$ cat src/irf_pkg.sv
// Shared types, constants and helpers for the IPv4 route/forward core.
`timescale 1ns / 1ps
package irf_pkg;

    localparam int ROUTE_ENTRIES_DEF    = 64;
    localparam int MAX_HEADER_WORDS_DEF = 15;

    localparam int WORD_IDX_W = 4;
    localparam int SUM_W      = 21;
    localparam int IN_DATA_W  = 104;
    localparam int OUT_DATA_W = 64;

    localparam logic [WORD_IDX_W-1:0] TTL_WORD  = 4'd2;
    localparam logic [WORD_IDX_W-1:0] DEST_WORD = 4'd4;

    localparam logic ACT_ADD_ROUTE = 1'b0;
    localparam logic ACT_HDR_WORD  = 1'b1;

    typedef enum logic [2:0] {
        V_FORWARD = 3'd0,
        V_LOCAL   = 3'd1,
        V_TTL     = 3'd2,
        V_NOROUTE = 3'd3,
        V_STORED  = 3'd4,
        V_FULL    = 3'd5
    } verdict_t;

    // route write broadcast to the cell row
    typedef struct packed {
        logic        en;
        logic [31:0] mask;
        logic [31:0] prefix;   // already masked
        logic [31:0] gateway;
    } route_wr_t;

    // lookup request moving down the cell row
    typedef struct packed {
        logic        valid;
        logic        found;
        logic [31:0] dest;
        logic [31:0] hop;
    } search_tok_t;

    function automatic logic [31:0] mask_of(input logic [5:0] len);
        logic [31:0] m;
        if (len == 6'd0)
        begin
            m = 32'h0000_0000;
        end
        else if (len >= 6'd32)
        begin
            m = 32'hFFFF_FFFF;
        end
        else
        begin
            m = ~(32'hFFFF_FFFF >> len);
        end
        return m;
    endfunction

endpackage

$ cat src/irf_cell.sv
// One route table cell: holds one entry and checks the passing lookup request.
`timescale 1ns / 1ps
module irf_cell #(
    parameter int CNT_W = 7,
    parameter int INDEX = 0
) (
    input  logic               clk,
    input  logic               rst_n,
    input  logic               adv,
    input  logic [CNT_W-1:0]   count,
    input  irf_pkg::route_wr_t wr,
    input  irf_pkg::search_tok_t tok_in,
    output irf_pkg::search_tok_t tok_out
);
    import irf_pkg::*;

    localparam logic [CNT_W-1:0] MY_IDX = CNT_W'(INDEX);

    logic [31:0] mask_reg;
    logic [31:0] prefix_reg;
    logic [31:0] gateway_reg;
    search_tok_t tok_reg;
    search_tok_t tok_next;
    logic        hit;

    always_ff @(posedge clk)
    begin
        if (wr.en && (count == MY_IDX))
        begin
            mask_reg    <= wr.mask;
            prefix_reg  <= wr.prefix;
            gateway_reg <= wr.gateway;
        end
    end

    // only entries below the fill count take part
    assign hit = tok_in.valid && !tok_in.found && (MY_IDX < count)
                 && (prefix_reg == (tok_in.dest & mask_reg));

    always_comb
    begin
        tok_next = tok_in;
        if (hit)
        begin
            tok_next.found = 1'b1;
            tok_next.hop   = gateway_reg;
        end
    end

    always_ff @(posedge clk or negedge rst_n)
    begin
        if (!rst_n)
        begin
            tok_reg <= '0;
        end
        else if (adv)
        begin
            tok_reg <= tok_next;
        end
    end

    assign tok_out = tok_reg;

endmodule

$ cat config.mk
export PLATFORM = sky130hd
export DESIGN_NAME = irf_cell
export DESIGN_NICKNAME = d
export VERILOG_FILES = /design/src/irf_pkg.sv /design/src/irf_cell.sv
export SDC_FILE = /design/constraint.sdc
export NUM_CORES = 1
export LEC_CHECK = 0
export ABC_AREA = 1
export BUFFER_PORTS_ARGS = -buffer_cell sky130_fd_sc_hd__buf_4
export CAP_MARGIN = 20
export CELL_PAD_IN_SITES_DETAIL_PLACEMENT = 1
export CELL_PAD_IN_SITES_GLOBAL_PLACEMENT = 1
export CORE_MARGIN = 8
export CORE_UTILIZATION = 34
export DETAILED_ROUTE_END_ITERATION = 7
export PLACE_DENSITY = 0.84
export SLEW_MARGIN = 10
export SYNTH_ARGS = -nofsm -noshare
export SYNTH_HDL_FRONTEND = slang
export SYNTH_SLANG_ARGS = --single-unit
export TNS_END_PERCENT = 10
$ cat constraint.sdc
create_clock -name clk -period 1.4 [get_ports clk]
set_input_delay 0.21 -clock clk [delete_from_list [all_inputs] [get_ports clk]]
set_output_delay 0.21 -clock clk [all_outputs]
set_load 0.05 [all_outputs]
# Word-level counts from Yosys, hierarchy flattened

Index checks and enable logic that the tools add are counted.
W data, S select, Z words.

Register bits: 162
Output and inout bits: 66

Equal/unequal tests: 1
Magnitude comparators: 1
Reductions and logical operators: 6
Multiplexer cells: 2
Bitwise operators: 1

Operator list:

| kind                 | count |
|---|---|
| $and A32 B32 Y32     | 1 |
| $eq A32 B32 Y1       | 1 |
| $mux W32             | 1 |
| $logic_not A7 Y1     | 1 |
| $lt A1 B7 Y1 const A | 1 |
| $logic_and A1 B1 Y1  | 4 |
| $logic_not A1 Y1     | 1 |
| $mux W1              | 1 |

# Logic depth before layout (Yosys ltp)

Depth in word-level cells: 5
Depth in mapped cells: 12

# Least setup slack after synthesis

OpenSTA, ideal clock, no wires.

Path type: input port to flip-flop
Start: input count[2]
End: register gateway_reg[0], enable pin
Data required time: 0.713 ns
Arrival time: 7.351 ns
Buffers on the path: 0
Stages: 3
Setup time: 0.687 ns
Path slack: -6.638 ns
Path through: nor2_1 -> nand2_1 -> nor3b_1

Longest elaborated chain between the ends: 2

Ends and longest elaborated chain:

| item                   | line           | RTL |
|---|---|---|
| start: declaration     | irf_cell.sv:10 | `input logic [CNT_W-1:0] count,` |
| $logic_not A7 Y1       | irf_cell.sv:28 | `if (wr.en && (count == MY_IDX))` |
| $logic_and A1 B1 Y1    | irf_cell.sv:28 |  |
| end signal: assignment | irf_cell.sv:32 | `gateway_reg <= wr.gateway;` |
| end: declaration       | irf_cell.sv:21 | `logic [31:0] gateway_reg;` |

Every way passes these cells.
A chain may end at the register's enable or synchronous reset.

# Worst setup path in the final report

Start: register mask_reg[1]
End: register tok_reg, in the netlist tok_out[29]

Longest elaborated chain between the ends: 4

Ends and longest elaborated chain:

| item                     | line           | RTL |
|---|---|---|
| start: declaration       | irf_cell.sv:19 | `logic [31:0] mask_reg;` |
| start signal: assignment | irf_cell.sv:30 | `mask_reg <= wr.mask;` |
| $and A32 B32 Y32         | irf_cell.sv:38 | `&& (prefix_reg == (tok_in.dest & mask_reg));` |
| $eq A32 B32 Y1           | irf_cell.sv:38 |  |
| $logic_and A1 B1 Y1      | irf_cell.sv:38 |  |
| $mux W32                 | irf_cell.sv:43 | `if (hit)` |
| end signal: assignment   | irf_cell.sv:58 | `tok_reg <= tok_next;` |
| end: declaration         | irf_cell.sv:22 | `search_tok_t tok_reg;` |

Every way passes these cells.

==> impl_metrics.py <==
metrics = {
    "power_and_ir_drop": {
        "total_leakage_power_nw": 5.52,
        "power_per_cell_area_mw_per_mm2": 1110,
        "worst_ir_drop_vdd_v": 0.000803,
        "total_power_mw": 12.5,
    },
    "critical_path": {
        "worstPathCellList": "nand3_2 -> nand2_1 -> nor2_2 -> nand2_1 -> nor2_1 -> nand2_2 -> nor2_4 -> buf_12 -> nand3_1 -> nand3_1 -> nand2_1",
        "worstReg2RegEnd": "tok_out[29]",
        "critical_path_peak_fanout": 32,
        "cell_occurring_most_often_along_the_worst_timing_path": "nand2_1",
        "cpPeakStageDelay_ps": 450,
        "cpLargestDelayFamily": "simple AND/OR/NAND/NOR gates",
        "critPathBufInv": 1,
        "criticalPathCategory": "flop to flop",
        "worst-r2r-cell-count": 11,
        "worst_ep_required_time_ps": 1710,
        "endpoint_kind": "flop",
        "r2r_start": "mask_reg[1]",
        "internal_reg_to_reg_setup_slack_ps": -390,
        "cp_data_arrival_time_ps": 2090,
        "setup.worst_path.start_class": "flop",
        "timing.critical_path.slowest_stage_cell": "edfxtp_1",
    },
    "routing": {
        "route.antenna.remaining_nets": 0,
        "vias_per_cell": 4.70,
        "drt-pass1-iter-count": 5,
        "num_vias": 6665,
        "1st_iter_drt_viols": 324,
        "drc": 0,
        "drt_wl_total_mm": 27.2,
        "post_drt_wl_per_cell_microns": 19.2,
    },
    "placed_design": {
        "dpl_worst_slack_ps": -438,
        "placer_congestion_estimate": 0.753,
        "dp.cells": 1284,
        "port_buffers": 238,
        "dp.final_hpwl_mm": 18.5,
        "placed_area_sq_mm": 0.00954,
    },
    "logic_synthesis": {
        "postSynthNetCount": 927,
        "synth.lib_cells_used.distinct": 27,
        "cells_after_synth": 754,
        "cell_with_the_most_instances_after_synthesis": "nand2_1",
        "yosys_reg_bits": 162,
        "ys_warn_count": 0,
        "synth.yosys.seq_area_share_pct": 64.4,
        "post-synth-top-area-cell": "edfxtp_1",
        "post_synth_instance_area_sq_mm": 0.00704,
        "asyncSetResetFlopFracSynth_pct": 40.7,
        "most_frequently_used_flop_master_after_synthesis": "edfxtp_1",
        "synth-edff-count": 96,
        "avg_synthesized_cell_area_sq_um": 9.34,
        "synthDominantCellAreaShare_pct": 40.9,
        "yosys-top-cells-count": "nand2_1 (323), edfxtp_1 (96), inv_1 (92)",
        "yosys-top-cells-area": "edfxtp_1 (41%), dfrtp_1 (23%), nand2_1 (17%)",
    },
    "final_layout": {
        "sequential_cell_area_sq_mm": 0.00453,
        "synthToLayoutAreaGrowth_pct": 59.6,
        "finish.instance_area_sq_mm": 0.0112,
        "antennaDiodeCount": 0,
        "fill_cells": 2303,
        "finish.cell_count_without_fillers": 1418,
        "multiInputGateArea_sq_mm": 0.00213,
        "final_nets": 1308,
        "largest_register_ff_count": 66,
        "finish.utilization_pct": 55.4,
        "drive_gt1_share_pct": 31.2,
    },
    "timing": {
        "fin_crit_sh_pct": 128,
        "finalSetupViolations": 33,
        "slew_viol_final": 0,
        "setup_total_negative_slack_ps": -10880,
        "finalHoldViolCount": 0,
        "hold_slack_ps": 17.6,
        "max_clock_freq_ghz": 0.560,
        "grt_setup_unrepaired": "yes",
        "finClkSkew_ps": 9.29,
        "postLayoutSetupSlackWorst_ps": -387,
        "headroom_to_the_max_slew_limit_pct": 71.5,
        "tightestPinTransition_ps": 428,
        "finalWorstPathRequiredPeriod_ps": 1790,
    },
    "clocking": {
        "cts-root-buf": "clkbuf_16",
        "tritoncts": "built",
        "cts-buffers-inserted": 17,
        "clock_sink_count": 162,
        "htree_num_levels": 4,
        "clk_latency_ps": 420,
        "worst_setup_hold_path_clk_slew_ps": 70,
        "postcts_setup_bufs": 0,
        "cts.path.max_buffers": 2,
    },
    "global_route": {
        "largest_net_degree_at_the_start_of_global_routing": 66,
        "grt_pass1_vias": 7649,
        "grt_first_pass_wirelength_mm": 42.4,
        "grt_util_all_layers_pct": 21.2,
        "grt.overflow.total": 0,
        "number_of_antenna_violations_at_the_first_check_in_global_routing": 0,
    },
    "floorplan": {
        "floorplan.die_area_sq_mm": 0.0256,
        "dieWidth_microns": 160,
        "io-pin-count": 239,
        "design.core.area_sq_mm": 0.0203,
        "die_h_microns": 160,
        "std_cell_rows": 52,
        "floorplan.initialDensity_pct": 34.7,
    },
    "min_path": {
        "whs_path_depth": 3,
        "endpoint_of_the_worst_hold_path": "tok_out[65]",
        "hold_path_class": "input port to flop",
        "hold_path.startpoint": "tok_in[65]",
    },
    "outcome": {
        "status": "finished with violations",
        "violations_in_the_final_reports": "setup timing",
    },
    "flow_run": {
        "max_cap_viol_count": 0,
    },
}
[routing by layer]
layer	GRT usage (%)	vias to the layer above	wire, microns
li1	-	3149	-
met2	40.2	227	14800
met1	22.3	3262	10300
met5	0	-	0
met3	5.68	27	1550
met4	6.33	0	493
[worst max-delay path by stage]
stage	cells past startpoint	startpoint	slack [ps]	to
2_1_floorplan	3	count[3]	-1880	gateway_reg[0]
5_1_grt	12	mask_reg[0]	-500	tok_out[4]
3_3_place_gp	11	mask_reg[30]	-370	tok_out[17]
4_1_cts	12	mask_reg[0]	-360	tok_out[16]
6_report	11	mask_reg[1]	-390	tok_out[29]
3_5_place_dp	11	mask_reg[30]	-440	tok_out[16]
[worst reg2reg max path, cell delays in order, from the launching register on]
cell	delay (ps)
edfxtp_1	450
nand3_2	130
nand2_1	80
nor2_2	120
nand2_1	60
nor2_1	120
nand2_2	90
nor2_4	100
buf_12	210
nand3_1	150
nand3_1	110
nand2_1	60
[placed cells by master, fill, tap and decap left out, types with 10 or more instances in the layout]
cell type / count
nand2_1: 314
buf_4: 275
dlygate4sd3_1: 102
edfxtp_1: 96
inv_1: 91
nand3_1: 80
dfrtp_1: 66
nor2_1: 25
clkbuf_16: 18
nand3_2: 14
nand2_2: 10
[what timing repair did]
item                                   in CTS  in global routing
hold buffers                              102                  0
resized for setup                          13                  6
endpoints found under the hold margin     121                  0
setup endpoints to repair                  33                 33
[power by group]
| part | leakage, nW | internal, mW | switching, mW |
|---|---|---|---|
| Sequential | 1.67 | 5.25 | 0.119 |
| Combinational | 3.55 | 0.879 | 1.24 |
| Clock | 0.309 | 3.02 | 1.96 |
| Total | 5.52 | 9.15 | 3.32 |
[layout make-up]
| type | instances | share of cell area (%) |
|---|---|---|
| clock buffer | 21 | 4.28 |
| clock inverter | 11 | 1.31 |
| inverter | 93 | 3.10 |
| multi-input combinational | 475 | 18.9 |
| sequential | 162 | 40.3 |
| tap | 270 | 3.00 |
| timing repair buffer | 386 | 29.0 |
[cell families after synthesis]
| family | count (synthesis) | synth area share, % |
|---|---|---|
| compound gates | 4 | 0.302 |
| buf+inv | 117 | 6.75 |
| flops | 162 | 64.4 |
| simple gates | 471 | 28.6 |
Power figures use the tool's default switching activity.
